## config.mk

```make
export PLATFORM = sky130hd
export DESIGN_NAME = amsg_div
export DESIGN_NICKNAME = d
export VERILOG_FILES = /design/src/rtl/core/amsg_pkg.sv /design/src/rtl/core/amsg_div.sv
export SDC_FILE = /design/constraint.sdc
export NUM_CORES = 2
export LEC_CHECK = 0
export BUFFER_PORTS_ARGS = -buffer_cell sky130_fd_sc_hd__buf_2
export CORE_ASPECT_RATIO = 0.8
export CORE_MARGIN = 2
export CORE_UTILIZATION = 50
export CTS_CLUSTER_DIAMETER = 60
export DETAILED_ROUTE_END_ITERATION = 10
export HOLD_SLACK_MARGIN = 0.12
export PLACE_DENSITY = 0.66
export RECOVER_POWER = 50
export REMOVE_ABC_BUFFERS = 1
export SYNTH_ARGS = -nofsm -noshare
export SYNTH_HDL_FRONTEND = slang
export SYNTH_SLANG_ARGS = --single-unit
```

## constraint.sdc

```tcl
create_clock -name clk -period 5.9 [get_ports clk]
set_clock_uncertainty 0.2 [all_clocks]
set_input_delay 0.295 -clock clk [delete_from_list [all_inputs] [get_ports clk]]
set_output_delay 0.295 -clock clk [all_outputs]
set_load 0.01 [all_outputs]
```

## src/rtl/core/amsg_pkg.sv

```systemverilog
`timescale 1ns / 1ps
package amsg_pkg;

	// field widths
	localparam int IDX_W     = 10;
	localparam int DATA_W    = 16;
	localparam int SEC_W     = 32;
	localparam int CFG_IDX_W = 3;

	// default parameter values
	localparam int NUM_WEIGHTS_DEF = 1024;
	localparam int GRAD_WIDTH_DEF  = 16;

	// register reset values
	localparam logic [15:0] ETA_RST   = 16'd655;
	localparam logic [15:0] BETA1_RST = 16'd58982;
	localparam logic [15:0] BETA2_RST = 16'd65470;
	localparam logic [15:0] EPS_RST   = 16'd1;

	// square root pipeline: 16 steps, two per stage
	localparam int SQRT_STEPS     = 16;
	localparam int SQRT_PER_STAGE = 2;
	localparam int SQRT_STAGES    = SQRT_STEPS / SQRT_PER_STAGE;

	// divider pipeline: 32 quotient bits, two per stage
	localparam int DIV_STEPS     = 32;
	localparam int DIV_PER_STAGE = 2;
	localparam int DIV_STAGES    = DIV_STEPS / DIV_PER_STAGE;
	localparam int NUM_W         = 32;
	localparam int DEN_W         = 21;
	localparam int REM_W         = 22;

	// register indexes
	typedef enum logic [CFG_IDX_W-1:0] {
		REG_LEARNING_RATE = 3'd0,
		REG_FIRST_DECAY   = 3'd1,
		REG_SECOND_DECAY  = 3'd2,
		REG_DENOM_FLOOR   = 3'd3
	} reg_idx_t;

	typedef struct packed {
		logic [15:0] eta;
		logic [15:0] beta1;
		logic [15:0] beta2;
		logic [15:0] eps;
	} cfg_t;

	// per-weight optimiser state
	typedef struct packed {
		logic signed [DATA_W-1:0] m;
		logic [SEC_W-1:0]         v;
		logic [SEC_W-1:0]         vh;
	} state_t;

	// what travels beside the root and quotient pipelines
	typedef struct packed {
		logic [IDX_W-1:0]         idx;
		logic                     ok;
		logic signed [DATA_W-1:0] m;
	} side_t;

	typedef struct packed {
		logic [31:0] x;
		logic [31:0] root;
	} sq_t;

	typedef struct packed {
		logic [REM_W-1:0] rem;
		logic [NUM_W-1:0] nq;
	} dv_t;

	// one digit of the bitwise integer square root
	function automatic sq_t sqrt_step(sq_t a, logic [31:0] b);
		sq_t r;
		logic [31:0] t;
		t = a.root + b;
		r = a;
		if (a.x >= t) begin
			r.x    = a.x - t;
			r.root = (a.root >> 1) + b;
		end else begin
			r.root = a.root >> 1;
		end
		return r;
	endfunction

	// one restoring division step, quotient shifts in at the bottom
	function automatic dv_t div_step(dv_t a, logic [DEN_W-1:0] d);
		dv_t r;
		logic [REM_W-1:0] t;
		t    = {a.rem[REM_W-2:0], a.nq[NUM_W-1]};
		r.nq = {a.nq[NUM_W-2:0], 1'b0};
		if (t >= {1'b0, d}) begin
			r.rem   = t - {1'b0, d};
			r.nq[0] = 1'b1;
		end else begin
			r.rem = t;
		end
		return r;
	endfunction

endpackage

```

## src/rtl/core/amsg_div.sv

```systemverilog
`timescale 1ns / 1ps
module amsg_div (
	input  logic                              clk,
	input  logic                              arst_n,
	input  logic                              en,
	input  logic                              in_valid,
	input  logic [amsg_pkg::NUM_W-1:0]        in_num,
	input  logic [amsg_pkg::DEN_W-1:0]        in_den,
	input  amsg_pkg::side_t                   in_side,
	output logic                              out_valid,
	output logic [amsg_pkg::NUM_W-1:0]        out_quo,
	output amsg_pkg::side_t                   out_side
);

	localparam int NS  = amsg_pkg::DIV_STAGES;
	localparam int PER = amsg_pkg::DIV_PER_STAGE;

	logic [NS-1:0]              v_s;
	amsg_pkg::dv_t              dv_s   [NS];
	logic [amsg_pkg::DEN_W-1:0] den_s  [NS];
	amsg_pkg::side_t            side_s [NS];

	always_ff @(posedge clk or negedge arst_n) begin
		if (!arst_n) v_s <= '0;
		else if (en) v_s <= {v_s[NS-2:0], in_valid};
	end

	for (genvar k = 0; k < NS; k++) begin : g_st
		amsg_pkg::dv_t              cur, res;
		logic [amsg_pkg::DEN_W-1:0] dd;
		amsg_pkg::side_t            sd;

		if (k == 0) begin : g_first
			assign cur.rem = '0;
			assign cur.nq  = in_num;
			assign dd      = in_den;
			assign sd      = in_side;
		end else begin : g_next
			assign cur = dv_s[k-1];
			assign dd  = den_s[k-1];
			assign sd  = side_s[k-1];
		end

		// two quotient bits per stage
		always_comb begin
			res = cur;
			for (int j = 0; j < PER; j++) begin
				res = amsg_pkg::div_step(res, dd);
			end
		end

		always_ff @(posedge clk) begin
			if (en) begin
				dv_s[k]   <= res;
				den_s[k]  <= dd;
				side_s[k] <= sd;
			end
		end
	end

	assign out_valid = v_s[NS-1];
	assign out_quo   = dv_s[NS-1].nq;
	assign out_side  = side_s[NS-1];

endmodule

```

==> metrics.cfg <==
[run_status]
status=finished, violations left
violations=capacitance limit, slew limit, setup timing

[sta]
fin_tns_setup_ns=-0.376
period_share_pct=101
setup_violations=25
fin_ws_ns=-0.0334
rsz0062_at_grt=yes
drv_slew=332
fmax_ghz=0.169
hold_violations=0
tightestPinTransition_ns=3.27
relSlewSlack_pct=-118
min_period_ns=5.93
timing.hold.ws_ns=0.191

[critical_path]
worst_setup_path_start_kind=flip-flop
slowest_delay_ns=0.49
cp_slowest_cell=a2111oi_4
worstSetupPathType=reg -> reg
reg2reg_depth=27
crit_top_cell=nor2_4
end_kind=flip-flop
arrival_ns=6.29
required_ns=6.26
crit_path_max_fanout=5

[cts]
h-tree-depth=4
cts_sinks=1590
clockBufferDepth=3
cts_tree=yes
cts_root_buf=clkbuf_16
path_clk_slew_ns=0.06
clkLatencyLatePin_ns=0.82
numCtsBuffers=169

[placement]
io_buffers=143
dpl.hpwl_um=149000
gp_congestion=0.954
detailedPlace.worstSlack_ns=-0.578

[hold_path]
hold_class=reg -> reg
hold_depth=0

[yosys]
synth_most_common_cell=edfxtp_1
ys.warnings.count=0
netlist_area_sq_um=85600
ys_top_cells_by_count=edfxtp_1 (1,574), ha_1 (653), inv_1 (553)
synthArstFlopShare_pct=1.01
synth_cell_types=96
synth_edf_count=1574
yosys-top-cells-area=edfxtp_1 (55%), ha_1 (9.5%), mux2_2 (4.1%)
synth_largest_area_cell=edfxtp_1
synth_top_area_share_pct=55.2
ys_ff_latch=1590
avgSynthCellArea_sq_um=12.3
syn_inst=6936
synth-main-ff-cell=edfxtp_1
ys_seq_area_share_pct=55.7

[route]
drc_errors=0
viasPerCell=5.54
ant_nets=0
vias=59000
dr.pass1.iters=6
drtIter0Drc=5591
drt_wl_total_um=204000
avgRoutedWirePerCell_um=19.2

[die]
coreArea_sq_um=170000
start_util_pct=50.5
die_h_um=374
num_rows=135
fp.dieW_um=466
ioPinCount=144
dieArea_sq_um=174000

[finish]
utilization_pct=62.3
nets=9010
syn2layout_area_growth_pct=23.4
drive_gt1_share_pct=24.1

[global_route]
grt_overflow=0
grt_util_all_layers_pct=22.7
antenna_found_initial=4
grt_pass1_vias=56000
grt_pass1_wl_um=314000
grt_max_degree=153

[flow_run]
drv_cap=4

==> through the flow <==
stage	std cells	area, sq um
2_1_floorplan	6804	84800
3_3_place_gp	10000	95000
3_5_place_dp	10000	95000
4_1_cts	10500	103000
5_1_grt	10600	106000
6_report	10600	106000
==> per-layer routing <==
layer	vias up	part of all wire [%]	GRT usage (%)
li1	28600	-	-
met1	28400	51	37.0
met2	1713	40	30.8
met3	228	7.6	4.62
met4	4	1.4	4.17
met5	-	0.012	0
==> layout make-up <==
type                            count  area (sq um)
Clock inverter                    113          1410
Fill cell                       13200         64000
Inverter                          559          2120
Clock buffer                      196          4330
Sequential cell                  1590         47700
Multi-Input combinational cell   4655         37100
Tap cell                         2260          2830
Timing Repair Buffer             1268         10100
Antenna cell                        1          2.50
==> worst max-delay path: cells and delay by family (launching register included) <==
family	cells	cell delay (ns)
AO/OA/AOI/OAI	9	2.05
buffers and inverters	6	0.77
multiplexers	2	0.61
flip-flops	1	0.38
adder cells (fa/ha/maj)	3	0.83
AND/OR/NAND/NOR	7	0.83
==> cell families after synthesis <==
kind of cell / Yosys count / synth area share, %
simple gates: 1434 / 8.12
xor+xnor: 503 / 5.15
buf+inv: 691 / 3.28
mux: 389 / 5.15
compound gates: 1646 / 12.3
flops: 1590 / 55.7
fa+ha+maj: 683 / 10.3
==> sequential cells by signal (all words and copies together) (netlist names) <==
name    cells
side_s    432
v_s        16
den_s     315
dv_s      827
==> final timing paths <==
| check | from | endpoint | slack [ns] |
|---|---|---|---|
| worst min register to register | dv_s[0][189] | dv_s[0][245] | 0.19 |
| min in group asynchronous | arst_n | v_s[3] | 0.41 |
| worst min-delay path | dv_s[0][189] | dv_s[0][245] | 0.19 |
| worst max-delay path | dv_s[1][139] | dv_s[1][196] | -0.03 |
| max in group asynchronous | arst_n | v_s[13] | 4.63 |
| worst max register to register | dv_s[1][139] | dv_s[1][196] | -0.03 |
==> what timing repair did <==
action / CTS / global route
setup endpoints to repair: 251 / 308
cloned: 4 / 14
hold buffers: 162 / 0
hold endpoints to repair: 233 / 0
buffers inserted: 36 / 83
pin swaps: 55 / 157
resized for setup: 99 / 400
==> layout by cell type (no fill, tap or decap), types with 28 or more instances in the layout <==
cell type / instances
nor2b_1: 72
ha_1: 609
xor2_1: 162
o21ai_1: 31
nor3_1: 97
nor4_1: 35
nand2b_1: 58
nand2_1: 353
and3_1: 37
a21oi_1: 447
nand4_1: 81
dlygate4sd3_1: 162
buf_4: 826
mux2_2: 270
buf_2: 113
nand3_1: 110
a21o_1: 240
nor2_1: 383
a31oi_1: 35
o211ai_1: 36
clkbuf_1: 80
mux2i_1: 28
mux2_4: 71
edfxtp_1: 1574
o21ai_0: 283
inv_1: 543
o21a_1: 79
o31ai_1: 33
or3_1: 37
clkbuf_4: 39
clkinv_1: 31
clkbuf_16: 180
a21oi_2: 73
xnor2_1: 341
o21bai_1: 77
or2_2: 28
Power is left out: the tool's default activity adds up to more than one toggle a clock period on the data nets, which glitch-free logic cannot reach.
