===== config.mk =====
export PLATFORM = sky130hd
export DESIGN_NAME = amsg_sqrt
export DESIGN_NICKNAME = d
export VERILOG_FILES = /design/src/rtl/core/amsg_pkg.sv /design/src/rtl/core/amsg_sqrt.sv
export SDC_FILE = /design/constraint.sdc
export NUM_CORES = 1
export LEC_CHECK = 0
export ABC_AREA = 1
export BUFFER_PORTS_ARGS = -buffer_cell sky130_fd_sc_hd__buf_2
export CAP_MARGIN = 20
export CELL_PAD_IN_SITES_DETAIL_PLACEMENT = 1
export CELL_PAD_IN_SITES_GLOBAL_PLACEMENT = 2
export CORE_MARGIN = 5
export CORE_UTILIZATION = 25
export CTS_CLUSTER_DIAMETER = 40
export CTS_CLUSTER_SIZE = 16
export DETAILED_ROUTE_END_ITERATION = 10
export PLACE_DENSITY_LB_ADDON = 0.1
export SLEW_MARGIN = 40
export SYNTH_ARGS = -nofsm -noshare
export SYNTH_HDL_FRONTEND = slang
export SYNTH_SLANG_ARGS = --single-unit

===== constraint.sdc =====
create_clock -name clk -period 3.5 [get_ports clk]
set_clock_uncertainty 0.05 [all_clocks]
set_input_delay 0.175 -clock clk [delete_from_list [all_inputs] [get_ports clk]]
set_output_delay 0.175 -clock clk [all_outputs]
set_load 0.02 [all_outputs]

===== src/rtl/core/amsg_pkg.sv =====
`timescale 1ns / 1ps
package amsg_pkg;

	// field widths
	localparam int IDX_W     = 10;
	localparam int DATA_W    = 16;
	localparam int SEC_W     = 32;
	localparam int CFG_IDX_W = 3;

	// default parameter values
	localparam int NUM_WEIGHTS_DEF = 1024;
	localparam int GRAD_WIDTH_DEF  = 16;

	// register reset values
	localparam logic [15:0] ETA_RST   = 16'd655;
	localparam logic [15:0] BETA1_RST = 16'd58982;
	localparam logic [15:0] BETA2_RST = 16'd65470;
	localparam logic [15:0] EPS_RST   = 16'd1;

	// square root pipeline: 16 steps, two per stage
	localparam int SQRT_STEPS     = 16;
	localparam int SQRT_PER_STAGE = 2;
	localparam int SQRT_STAGES    = SQRT_STEPS / SQRT_PER_STAGE;

	// divider pipeline: 32 quotient bits, two per stage
	localparam int DIV_STEPS     = 32;
	localparam int DIV_PER_STAGE = 2;
	localparam int DIV_STAGES    = DIV_STEPS / DIV_PER_STAGE;
	localparam int NUM_W         = 32;
	localparam int DEN_W         = 21;
	localparam int REM_W         = 22;

	// register indexes
	typedef enum logic [CFG_IDX_W-1:0] {
		REG_LEARNING_RATE = 3'd0,
		REG_FIRST_DECAY   = 3'd1,
		REG_SECOND_DECAY  = 3'd2,
		REG_DENOM_FLOOR   = 3'd3
	} reg_idx_t;

	typedef struct packed {
		logic [15:0] eta;
		logic [15:0] beta1;
		logic [15:0] beta2;
		logic [15:0] eps;
	} cfg_t;

	// per-weight optimiser state
	typedef struct packed {
		logic signed [DATA_W-1:0] m;
		logic [SEC_W-1:0]         v;
		logic [SEC_W-1:0]         vh;
	} state_t;

	// what travels beside the root and quotient pipelines
	typedef struct packed {
		logic [IDX_W-1:0]         idx;
		logic                     ok;
		logic signed [DATA_W-1:0] m;
	} side_t;

	typedef struct packed {
		logic [31:0] x;
		logic [31:0] root;
	} sq_t;

	typedef struct packed {
		logic [REM_W-1:0] rem;
		logic [NUM_W-1:0] nq;
	} dv_t;

	// one digit of the bitwise integer square root
	function automatic sq_t sqrt_step(sq_t a, logic [31:0] b);
		sq_t r;
		logic [31:0] t;
		t = a.root + b;
		r = a;
		if (a.x >= t) begin
			r.x    = a.x - t;
			r.root = (a.root >> 1) + b;
		end else begin
			r.root = a.root >> 1;
		end
		return r;
	endfunction

	// one restoring division step, quotient shifts in at the bottom
	function automatic dv_t div_step(dv_t a, logic [DEN_W-1:0] d);
		dv_t r;
		logic [REM_W-1:0] t;
		t    = {a.rem[REM_W-2:0], a.nq[NUM_W-1]};
		r.nq = {a.nq[NUM_W-2:0], 1'b0};
		if (t >= {1'b0, d}) begin
			r.rem   = t - {1'b0, d};
			r.nq[0] = 1'b1;
		end else begin
			r.rem = t;
		end
		return r;
	endfunction

endpackage


===== src/rtl/core/amsg_sqrt.sv =====
`timescale 1ns / 1ps
module amsg_sqrt (
	input  logic                 clk,
	input  logic                 arst_n,
	input  logic                 en,
	input  logic                 in_valid,
	input  logic [31:0]          in_x,
	input  amsg_pkg::side_t      in_side,
	output logic                 out_valid,
	output logic [15:0]          out_root,
	output amsg_pkg::side_t      out_side
);

	localparam int NS  = amsg_pkg::SQRT_STAGES;
	localparam int PER = amsg_pkg::SQRT_PER_STAGE;

	logic [NS-1:0]   v_s;
	amsg_pkg::sq_t   sq_s   [NS];
	amsg_pkg::side_t side_s [NS];

	// valid bits shift with the data
	always_ff @(posedge clk or negedge arst_n) begin
		if (!arst_n) v_s <= '0;
		else if (en) v_s <= {v_s[NS-2:0], in_valid};
	end

	for (genvar k = 0; k < NS; k++) begin : g_st
		amsg_pkg::sq_t   cur, res;
		amsg_pkg::side_t sd;

		if (k == 0) begin : g_first
			assign cur.x    = in_x;
			assign cur.root = '0;
			assign sd       = in_side;
		end else begin : g_next
			assign cur = sq_s[k-1];
			assign sd  = side_s[k-1];
		end

		// two root digits per stage
		always_comb begin
			res = cur;
			for (int j = 0; j < PER; j++) begin
				res = amsg_pkg::sqrt_step(res, 32'h4000_0000 >> (2 * (k * PER + j)));
			end
		end

		always_ff @(posedge clk) begin
			if (en) begin
				sq_s[k]   <= res;
				side_s[k] <= sd;
			end
		end
	end

	assign out_valid = v_s[NS-1];
	assign out_root  = sq_s[NS-1].root[15:0];
	assign out_side  = side_s[NS-1];

endmodule


==> metrics.md, run 1 <==
| Metric | Value |
|---|---|
| Outcome | finished, violations left |
| Failing checks | negative setup slack |
| Number of synthesized register bits | 520 |
| Largest net degree at the start of global routing | 59 |
| Drc violations | 0 |
| Origin of the critical flop-to-flop path | sq_s[1][83]$_DFFE_PP_ |
| FF-to-FF path depth | 24 |
| Routed WL per cell | 17.7 um |
| Die area | 127,000 um2 |
| Kind of critical path | flip-flop to flip-flop |
| Dpl cells | 5,743 |
| Final worst slack | -0.215 ns |
| Die Height | 357 um |
| Commonest non-fill, non-tap cell in the layout | buf_4 |
| Commonest cells after routing, fill and taps aside | 846 x buf_4, 699 x nand2_1, 512 x edfxtp_1 |
| Unrepaired setup endpoints after global routing | yes |
| CP Max Fanout | 6 |
| Remaining Overflow, GRT | 0 |
| Post-Syn Area per Cell | 9.03 um2 |
| Primary FF master, synth | edfxtp_1 |
| Synth cell types | 60 |
| Vias | 26.9k |
| R2R setup slack | -0.21 ns |
| Detailed Route WL | 109,000 um |
| Final period util | 106% |
| Hold Crit Start | in_x[31] |
| Num CTS Buffers | 86 |
| Crit-path max cell delay | 0.45 ns |
| CP arrival | 4.16 ns |
| Syn. warnings | 0 |
| Vias per std cell | 4.37 |
| Router iterations before antenna repair | 5 |
| CTS Root Buffer Type | clkbuf_16 |
| Number of nets in the layout | 4,698 |
| Top cells by area, synth | edfxtp_1 51%, nand2_1 11%, ha_1 6.5% |
| P_leak | 20.3 nW |
| GPL Wtd Cong | 0.865 |
| Clock tree buffer depth | 3 |
| Core outline area | 120,000 um2 |
| Number of global-route vias before repair | 29.0k |
| Startpoint Class | flip-flop |
| Minimum clock period | 3.71 ns |
| Worst r2r dst | sq_s[1][188]$_DFFE_PP_ |
| Post-Layout Cell Count | 6,163 |
| Overall power | 35.4 mW |
| Number of port buffers | 106 |
| EDFF count, synth | 512 |
| Power per cell area | 749 nW/um2 |
| Clk slew on worst S/H paths | 0.06 ns |
| Synth top area share | 51.2% |
| Final Hold Vio Count | 0 |
| Final core utilization | 39.5% |
| Fraction of layout cells with a size suffix above 1 | 43.4% |
| Clock sink total | 520 |
| Async set-reset flop share out of synthesis | 1.54% |
| Final setup TNS | -4.64 ns |
| Worst-Margin Slew | 0.693 ns |
| GR Util All Layers | 16.6% |
| Slew margin rel. | 53.3% |
| Netlist Area Pre-Place | 30,000 um2 |
| Critical Path Sink Type | flip-flop |
| Worst-path cell chain | inv_2 -> ha_4 -> nand2_2 -> nand2_4 -> a21oi_4 -> nand3_4 -> nor2_4 -> nand2_8 -> buf_8 -> o21ai_4 -> inv_2 -> ha_4 -> nand2_4 -> nor2_4 -> nand2_2 -> inv_2 -> nand3_2 -> or2_4 -> nand3_4 -> nand2_4 -> nand2_8 -> inv_12 -> buf_12 -> a21oi_4 |
| H-tree depth | 3 |
| Filler instances | 13.5k |
| Clk_lat worst skew | 0.66 ns |
| Final setup viols | 47 |
| Slowest cell on crit path | edfxtp_1 |
| Worst Hold Depth | 4 |
| First-pass GRT wire length | 165,000 um |
| Initial Util | 25.1% |
| TritonCTS clock tree | done |
| Antenna Nets Post-Route | 0 |
| VDD IR max | 0.000434 V |
| Dpl ws | -0.969 ns |
| Slew Viols, Final | 0 |
| Sequential-to-total area share from yosys stat | 51.9% |
| Worst Hold End | sq_s[0][29]$_DFFE_PP_ |
| Fmax | 0.269 GHz |
| Initial antenna violation count | 6 |
| Cell taking the most area after synthesis | edfxtp_1 |
| Die Width | 357 um |
| Hold crit path type | primary input to flip-flop |
| Initial DRC count | 1,077 |
| Cells after synthesis | 3,324 |
| Hpwl dp | 85,200 um |
| Synthesized Nets | 3,544 |
| Max-cap viol count | 0 |
| I/O pins | 107 |
| Req. time, crit path | 3.95 ns |
| Row cnt | 127 |
| Layout area overhead | 57.4% |
-- final cells by class --
type | count | area (um2) | area share (%)
Sequential cell | 520 | 15600 | 32.9
Clock inverter | 67 | 723 | 1.53
Timing Repair Buffer | 1083 | 8570 | 18.1
Timing Repair inverter | 7 | 91.3 | 0.193
Inverter | 467 | 1820 | 3.86
Clock buffer | 92 | 2200 | 4.64
Multi-Input combinational cell | 2313 | 16300 | 34.4
Antenna cell | 2 | 5.00 | 0.0106
Tap cell | 1612 | 2020 | 4.27
-- how the worst max path moves through the flow --
| stage | startpoint | slack (ns) | cells past startpoint | end |
|---|---|---|---|---|
| 2_1_floorplan | sq_s[1][109]$_DFFE_PP_ | 0.006 | 25 | sq_s[1][178]$_DFFE_PP_ |
| 3_3_place_gp | sq_s[1][72]$_DFFE_PP_ | -0.95 | 26 | sq_s[1][190]$_DFFE_PP_ |
| 3_5_place_dp | sq_s[1][83]$_DFFE_PP_ | -0.97 | 23 | sq_s[1][190]$_DFFE_PP_ |
| 4_1_cts | sq_s[1][83]$_DFFE_PP_ | -0.28 | 24 | sq_s[1][190]$_DFFE_PP_ |
| 5_1_grt | sq_s[1][76]$_DFFE_PP_ | -0.37 | 24 | sq_s[1][179]$_DFFE_PP_ |
| 6_report | sq_s[1][83]$_DFFE_PP_ | -0.21 | 24 | sq_s[1][188]$_DFFE_PP_ |
-- synthesized netlist by cell type (14+ instances only) --
library cell,number
nand2_1,873
edfxtp_1,512
inv_1,446
nor2_1,328
nand3_1,225
ha_1,157
a21oi_1,141
o21ai_0,125
nand4_1,81
xor2_1,62
xnor2_1,55
nor3_1,37
nand2_2,32
nand3_2,20
inv_2,18
nor4_1,17
o21ai_2,16
nor2_2,14
nor2_4,14
-- worst max-delay path, delay by kind of cell, from the launching register on --
family          cells  cell delay [ns]
fa+ha+maj           2             0.52
simple gates       13             1.47
compound gates      3             0.43
buf+inv             6             0.63
flops               1             0.45
-- registers in the layout (all words and copies together) (netlist names) --
signal,cells
sq_s,296
v_s,8
side_s,216
-- what timing repair did --
action | in CTS | in global routing
hold buffers | 63 | 0
pin swaps | 141 | 243
setup endpoints to repair | 106 | 114
endpoints found under the hold margin | 91 | 0
buffers inserted | 113 | 78
gates cloned | 9 | 8
gates resized for setup | 420 | 553
-- where the power goes --
part           switching [mW]  total [mW]  internal [mW]  leakage, nW
Sequential              0.619        8.67           8.05         5.04
Combinational            9.97        18.4           8.38         13.8
Clock                    3.23        8.39           5.17         1.40
Total                    13.8        35.4           21.6         20.3
-- stage by stage --
stage	cell area (um2)	hold WS, ns
4_1_cts	44300	0.0144
6_report	47300	0.0615
5_1_grt	47300	0.0750
3_5_place_dp	38200	-0.0265
2_1_floorplan	30200	-0.171
3_3_place_gp	38200	-0.0351
-- cell families after synthesis --
logic type / after synthesis / share of synthesized area, %
buf+inv: 496 / 6.70
flops: 520 / 51.9
fa+ha+maj: 157 / 6.54
xor+xnor: 118 / 3.47
simple gates: 1686 / 24.9
mux: 2 / 0.0750
compound gates: 345 / 6.47
-- layer usage --
metal / vias up / track usage [%] / share of wire [%]
met2: 264 / 29.7 / 50
met5: - / 0 / 0.012
met4: 2 / 4.25 / 2.5
met1: 12991 / 21.0 / 45
met3: 154 / 2.30 / 2.3
li1: 13505 / - / -
Note: power is estimated with default switching activity, not from simulation.
==> run 2, diff against run 1 <==
CTS_BUF_LIST = sky130_fd_sc_hd__clkbuf_2   (was unset)
clock period = 4.37 ns   (was 3.5 ns; I/O delays follow)
==> run 2 against run 1 <==
  * The run now ends clean
  * Design area decreased by 22%
  * Sequential cell count unchanged
  * Power decreased by 44%
  * Via count decreased by 9.8%
  * Clock power decreased by 55%
  * Wire length decreased by 9.1%
  * Clock-buffer cell count increased by 2
  * Sequential power decreased by 19%
  * First-iteration DRC count decreased by 0.56%
  * Sequential share of layout area increased by 9.2 points
  * Core utilization decreased by 8.7 points
  * Critical path depth decreased by 7
  * Largest cell class is now registers
==> metrics.md, run 2 (synthesis results as in run 1) <==
| Metric | Value |
|---|---|
| Outcome | completed |
| GR Util All Layers | 15.4% (-1.1 points) |
| Metal2 WL | 47,400 um (-14%) |
| Commonest non-fill, non-tap cell in the layout | nand2_1 |
| Hold WS | 0.255 ns (+0.193 ns) |
| Clk_lat worst skew | 1.25 ns (+0.59 ns) |
| Reg with most FFs | sq_s |
| Req. time, crit path | 5.35 ns (+1.40 ns) |
| Drc violations | 0 (unchanged) |
| Routed WL per cell | 18.0 um (+1.7%) |
| FF-to-FF path depth | 22 (-8.3%) |
| Number of nets in the layout | 4,028 (-14%) |
| Dpl ws | -0.441 ns (+0.528 ns) |
| Layout area overhead | 23.0% |
| Final worst slack | 0.142 ns (+0.357 ns) |
| Router iterations before antenna repair | 5 (unchanged) |
| Slew Viols, Final | 0 (unchanged) |
| Filler instances | 14.1k (+4.4%) |
| Die area | 127,000 um2 (unchanged) |
| Row cnt | 127 (unchanged) |
| Core outline area | 120,000 um2 (unchanged) |
| Die Height | 357 um (unchanged) |
| Kind of critical path | primary input to flip-flop |
| I/O pins | 107 (unchanged) |
| Antenna Nets Post-Route | 0 (unchanged) |
| Worst Hold End | side_s[0][6]$_DFFE_PP_ |
| Fmax | 0.237 GHz |
| Vias per std cell | 4.41 (+0.89%) |
| Number of flip-flops in the largest register | 296 (unchanged) |
| Remaining Overflow, GRT | 0 (unchanged) |
| Cell area after layout | 36,900 um2 (-22%) |
| CTS Root Buffer Type | clkbuf_2 |
| Worst r2r dst | sq_s[1][191]$_DFFE_PP_ |
| Startpoint Class | primary input |
| Detailed Route WL | 99,300 um (-9.1%) |
| Commonest cells after routing, fill and taps aside | 869 x nand2_1, 512 x edfxtp_1, 441 x inv_1 |
| Storage element area | 15,600 um2 (unchanged) |
| Initial antenna violation count | 4 (-2) |
| Metal1 wirelength | 46,200 um (-5.5%) |
| Top layer in use | met4 |
| Clock tree buffer depth | 3 (unchanged) |
| Critical Path Sink Type | flip-flop |
| Met3 WL | 3060 um (+23%) |
| Fraction of layout cells with a size suffix above 1 | 16.5% (-27 points) |
| CP Max Fanout | 7 (+1) |
| Origin of the critical flop-to-flop path | sq_s[1][81]$_DFFE_PP_ |
| Worst Hold Depth | 3 (-1) |
| R2R setup slack | 0.25 ns (+0.46 ns) |
| Minimum clock period | 4.23 ns |
| Multi-input gate area | 12,800 um2 (-22%) |
| Number of global-route vias before repair | 25.6k (-12%) |
| H-tree depth | 3 (unchanged) |
| Final period util | 96.7% |
| Final Hold Vio Count | 0 (unchanged) |
| Hold Crit Start | in_side[6] |
| Initial DRC count | 1,071 (-0.56%) |
| CP arrival | 5.21 ns (+1.05 ns) |
| Clk slew on worst S/H paths | 0.20 ns (+0.14 ns) |
| Final setup viols | 0 (-100%) |
| Initial Util | 25.1% (unchanged) |
| Max-cap viol count | 0 (unchanged) |
| Hold crit path type | primary input to flip-flop |
| Clock sink total | 520 (unchanged) |
| Slew margin rel. | 48.5% (-4.8 points) |
| Number of port buffers | 106 (unchanged) |
| GPL Wtd Cong | 0.815 (-5.8%) |
| P_leak | 15.6 nW (-23%) |
| Worst-Margin Slew | 0.773 ns (+0.0794 ns) |
| Final core utilization | 30.9% (-8.7 points) |
| First-pass GRT wire length | 152,000 um (-7.8%) |
| TritonCTS clock tree | done |
| Num CTS Buffers | 92 (+7.0%) |
| VDD IR max | 0.000198 V (-54%) |
| Power per cell area | 539 nW/um2 (-28%) |
| Dpl cell area | 33,300 um2 (-13%) |
| Hpwl dp | 78,700 um (-7.7%) |
| Die Width | 357 um (unchanged) |
| Biggest regs | sq_s x296, side_s x216, v_s x8 |
| CP startpoint | in_x[17] |
| Largest net degree at the start of global routing | 141 (+140%) |
| Vias | 24.3k (-9.8%) |
-- run 2: cell types whose count changed in the layout (fill, tap and decap cells not counted), sizes merged, moves of 4 or more --
cell / change
buf: -762
clkinv: -10
diode: +7
dlygate4sd3: +100
inv: +10
nand2: -4
-- run 2: layout make-up --
cell class                 count  share of cell area (%)
clock buffer                  94                    1.27
multi-input combinational   2308                    34.5
clock inverter                79                    2.40
tap                         1612                    5.46
antenna                        9                  0.0610
inverter                     467                    4.82
timing repair inverter         1                  0.0203
timing repair buffer         418                    9.23
sequential                   520                    42.2
-- run 2: layer usage --
layer / track usage [%] / vias up
li1: - / 12163
met1: 20.4 / 11665
met2: 26.4 / 304
met3: 2.21 / 138
met4: 4.41 / 0
met5: 0 / -
-- run 2: where the power goes --
| group | internal (mW) | switching, mW |
|---|---|---|
| clock network | 1.45 | 2.35 |
| registers | 6.43 | 0.573 |
| logic | 3.16 | 5.93 |
| total | 11.0 | 8.86 |
-- run 2: critical path, cell delays in order --
cell and delay (ns):
dlygate4sd3_1 0.53, buf_2 0.12, dlygate4sd3_1 0.60, nor4_2 0.53, nand4_1 0.27, or2_2 0.34
nand2_1 0.18, inv_1 0.10, nand2_1 0.07, dlygate4sd3_1 0.54, o21ai_0 0.12, nor2_1 0.11
nand2_1 0.16, nor2_1 0.14, dlygate4sd3_1 0.57, a21oi_1 0.04, dlygate4sd3_1 0.55
-- run 2: stage by stage --
step	total power, mW	setup TNS (ns)	instances
after global placement	15.9	-9.23	5131
after CTS	20.1	-0.0295	5479
after detailed placement	16.0	-9.30	5131
after floorplan	12.7	0	3324
final	19.9	0	5508
after global routing	21.7	-0.0508	5508
-- run 2: what timing repair did --
item | CTS | global route
gates cloned | 0 | 1
pin swaps | 3 | 11
hold endpoints to repair | 589 | 0
setup endpoints to repair | 44 | 81
gates resized for setup | 14 | 91
setup buffers | 11 | 19
hold buffers | 164 | 0
-- run 2: how the worst max path moves through the flow --
stage                                   to  depth (start not counted)  slack (ns)
floorplan           sq_s[1][178]$_DFFE_PP_                         25        0.74
global placement    sq_s[1][179]$_DFFE_PP_                         21       -0.37
detailed placement  sq_s[1][191]$_DFFE_PP_                         24       -0.44
CTS                 sq_s[1][190]$_DFFE_PP_                         22       -0.01
global route        sq_s[1][182]$_DFFE_PP_                         24       -0.02
finish               sq_s[0][61]$_DFFE_PP_                         17        0.14
==> run 3, diff against run 2 <==
CTS_BUF_LIST = sky130_fd_sc_hd__clkbuf_4 sky130_fd_sc_hd__clkbuf_8   (was sky130_fd_sc_hd__clkbuf_2)
==> run 3 against run 2 <==
  * Non-clock buffer count is 110 lower
  * Power is 6.4% higher
  * Via count is 2.5% lower
  * Sequential power hardly changed
  * Critical endpoint is now sq_s[1][191]$_DFFE_PP_
  * Highest routed layer unchanged
==> metrics.md, run 3 (synthesis results as in run 1) <==
| Metric | Value |
|---|---|
| Power per cell area | 580 nW/um2 (+7.6%) |
| Reg with most FFs | sq_s |
| Hold crit path type | primary input to flip-flop |
| Router iterations before antenna repair | 5 (unchanged) |
| First-pass GRT wire length | 149,000 um (-1.7%) |
| Die Height | 357 um (unchanged) |
| Number of global-route vias before repair | 25.0k (-2.2%) |
| Crit path max-delay family | simple AND/OR/NAND/NOR gates |
| Commonest cells after routing, fill and taps aside | 871 x nand2_1, 512 x edfxtp_1, 443 x inv_1 |
| Post-Layout Cell Count | 5,391 (-2.1%) |
| Die area | 127,000 um2 (unchanged) |
| Clk_lat worst skew | 0.73 ns (-0.52 ns) |
| Routed WL per cell | 18.1 um (+0.22%) |
| Critical Path Sink Type | flip-flop |
| Clock sink total | 520 (unchanged) |
| CP Max Fanout | 21 (+14) |
| TritonCTS clock tree | done |
| Minimum clock period | 4.17 ns (-0.0533 ns) |
| Number of flip-flops in the largest register | 296 (unchanged) |
| Clk slew on worst S/H paths | 0.07 ns (-0.13 ns) |
| Final period util | 95.5% (-1.2 points) |
| VDD IR max | 0.000246 V (+24%) |
| Hold WS | 0.138 ns (-0.117 ns) |
| Slowest cell on crit path | edfxtp_1 |
| Worst-path cell chain | inv_2 -> ha_4 -> nand2_1 -> nand2_1 -> a21oi_2 -> nand3_4 -> nor2_4 -> nand2_8 -> clkinv_8 -> nand2_1 -> o21ai_1 -> ha_1 -> a21oi_1 -> o21ai_0 -> a21oi_1 -> nand2_1 -> nand2_2 -> nand3_1 -> o21bai_1 -> nand2_1 -> nand2_1 -> inv_1 |
| Top cell by count, worst path | nand2_1 |
| Initial antenna violation count | 3 (-1) |
| Largest net degree at the start of global routing | 141 (unchanged) |
| CP arrival | 4.60 ns (-0.61 ns) |
| Internal power | 12.2 mW (+11%) |
| Hpwl dp | 78,700 um (unchanged) |
| Startpoint Class | flip-flop |
| Core outline area | 120,000 um2 (unchanged) |
| Buf+Inv Stages, Crit Path | 3 (-4) |
| Fmax | 0.240 GHz (+1.3%) |
| Final setup TNS | 0 ns (unchanged) |
| GR Util All Layers | 15.2% (-0.25 points) |
| GPL Wtd Cong | 0.815 (unchanged) |
| Num CTS Buffers | 92 (unchanged) |
| Worst-Margin Slew | 0.882 ns (+0.109 ns) |
| I/O pins | 107 (unchanged) |
| Antenna Nets Post-Route | 0 (unchanged) |
| Layout area overhead | 21.6% |
| Final Hold Vio Count | 0 (unchanged) |
| Initial DRC count | 1,088 (+1.6%) |
| H-tree depth | 3 (unchanged) |
| Clock share of power | 24.8% (+5.7 points) |
| Sw power | 8.96 mW (+1.2%) |
| Die Width | 357 um (unchanged) |
| Commonest non-fill, non-tap cell in the layout | nand2_1 |
| Dpl cell area | 33,300 um2 (unchanged) |
| Drc violations | 0 (unchanged) |
| Net Sw Frac | 42.3% (-2.2 points) |
| Req. time, crit path | 4.79 ns (-0.56 ns) |
| Seq pwr share | 33.1% (-2.1 points) |
| Remaining Overflow, GRT | 0 (unchanged) |
| Vias per std cell | 4.39 (-0.37%) |
| Comb pwr share | 42.1% (-3.6 points) |
| Clock tree buffer depth | 3 (unchanged) |
| CTS Root Buffer Type | clkbuf_8 |
| Detailed Route WL | 97,400 um (-1.9%) |
| Row cnt | 127 (unchanged) |
| Biggest regs | sq_s x296, side_s x216, v_s x8 |
| Dpl ws | -0.441 ns (unchanged) |
| Final worst slack | 0.196 ns (+0.0533 ns) |
| Max-cap viol count | 0 (unchanged) |
| Number of port buffers | 106 (unchanged) |
| P_leak | 15.4 nW (-1.3%) |
| Filler instances | 14.0k (-0.73%) |
| Number of nets in the layout | 3,917 (-2.8%) |
| Kind of critical path | flip-flop to flip-flop |
| Outcome | completed |
| Cell area after layout | 36,500 um2 (-1.1%) |
| Final setup viols | 0 (unchanged) |
| Slew Viols, Final | 0 (unchanged) |
| Slew margin rel. | 40.7% (-7.8 points) |
| Storage element area | 15,600 um2 (unchanged) |
| Vias | 23.7k (-2.5%) |
| Dpl cells | 5,131 (unchanged) |
| Multi-input gate area | 12,600 um2 (-1.1%) |
| Initial Util | 25.1% (unchanged) |
| Fraction of layout cells with a size suffix above 1 | 15.9% (-0.60 points) |
| Crit-path max cell delay | 0.47 ns (-0.13 ns) |
run 3: cell types whose count changed in the layout (fill, tap and decap cells not counted), moves of 4 or more:
cell,before,now
a21oi_1,125,132
a21oi_2,25,18
buf_4,139,129
clkbuf_2,94,0
clkbuf_8,0,92
diode_2,9,3
dlygate4sd3_1,163,65
ha_1,146,150
o21ai_0,100,106
o21ai_2,21,17
run 3: area by class of cell:
cell class | instances | area share [%]
antenna | 3 | 0.0206
multi-input combinational | 2308 | 34.6
sequential | 520 | 42.7
clock buffer | 94 | 3.51
tap | 1612 | 5.53
timing repair buffer | 308 | 6.34
inverter | 467 | 4.87
clock inverter | 79 | 2.49
run 3: final timing paths:
check	startpoint	end	slack, ns	cells past startpoint
worst max-delay path	sq_s[1][81]$_DFFE_PP_	sq_s[1][191]$_DFFE_PP_	0.20	22
max in group asynchronous	arst_n	v_s[4]$_DFFE_PN0P_	3.56	3
worst min-delay path	in_side[1]	side_s[0][1]$_DFFE_PP_	0.14	2
worst max register to register	sq_s[1][81]$_DFFE_PP_	sq_s[1][191]$_DFFE_PP_	0.20	22
worst min register to register	side_s[0][105]$_DFFE_PP_	side_s[1][24]$_DFFE_PP_	0.36	0
min in group asynchronous	arst_n	v_s[7]$_DFFE_PN0P_	0.44	3
run 3: per-stage QoR:
stage	power, mW	utilization (%)
2_1_floorplan	12.7	-
3_3_place_gp	15.9	27.8
3_5_place_dp	16.0	27.8
4_1_cts	21.5	30.3
5_1_grt	23.0	30.5
6_report	21.2	30.5
run 3: power groups by stage:
stage / clock network, mW / registers [mW] / logic (mW)
6_report: 5.26 / 7.01 / 8.91
5_1_grt: 5.74 / 7.10 / 10.1
4_1_cts: 5.52 / 7.05 / 8.92
3_5_place_dp: 0 / 7.15 / 8.80
3_3_place_gp: 0 / 7.14 / 8.77
2_1_floorplan: 0 / 6.84 / 5.88
run 3: timing repair:
item,in CTS,in global routing
endpoints found under the setup margin,29,82
pin swaps,3,6
resized for setup,8,59
endpoints found under the hold margin,116,0
setup buffers,5,14
hold buffers,65,0
run 3: worst register-to-register path: stages, from the launching register on:
cell,delay [ns]
edfxtp_1,0.47
inv_2,0.16
ha_4,0.23
nand2_1,0.06
nand2_1,0.13
a21oi_2,0.25
nand3_4,0.15
nor2_4,0.20
nand2_8,0.11
clkinv_8,0.12
nand2_1,0.06
o21ai_1,0.18
ha_1,0.32
a21oi_1,0.23
o21ai_0,0.15
a21oi_1,0.18
nand2_1,0.17
nand2_2,0.15
nand3_1,0.17
o21bai_1,0.18
nand2_1,0.10
nand2_1,0.08
inv_1,0.04
run 3: metal layers:
layer	global-route usage (%)	wire length [um]	up-vias	part of all wire (%)
li1	-	-	11914	-
met1	20.1	45900	11345	47
met2	25.9	46400	274	48
met3	2.16	2600	134	2.7
met4	4.26	2490	0	2.6
met5	0	0	-	0
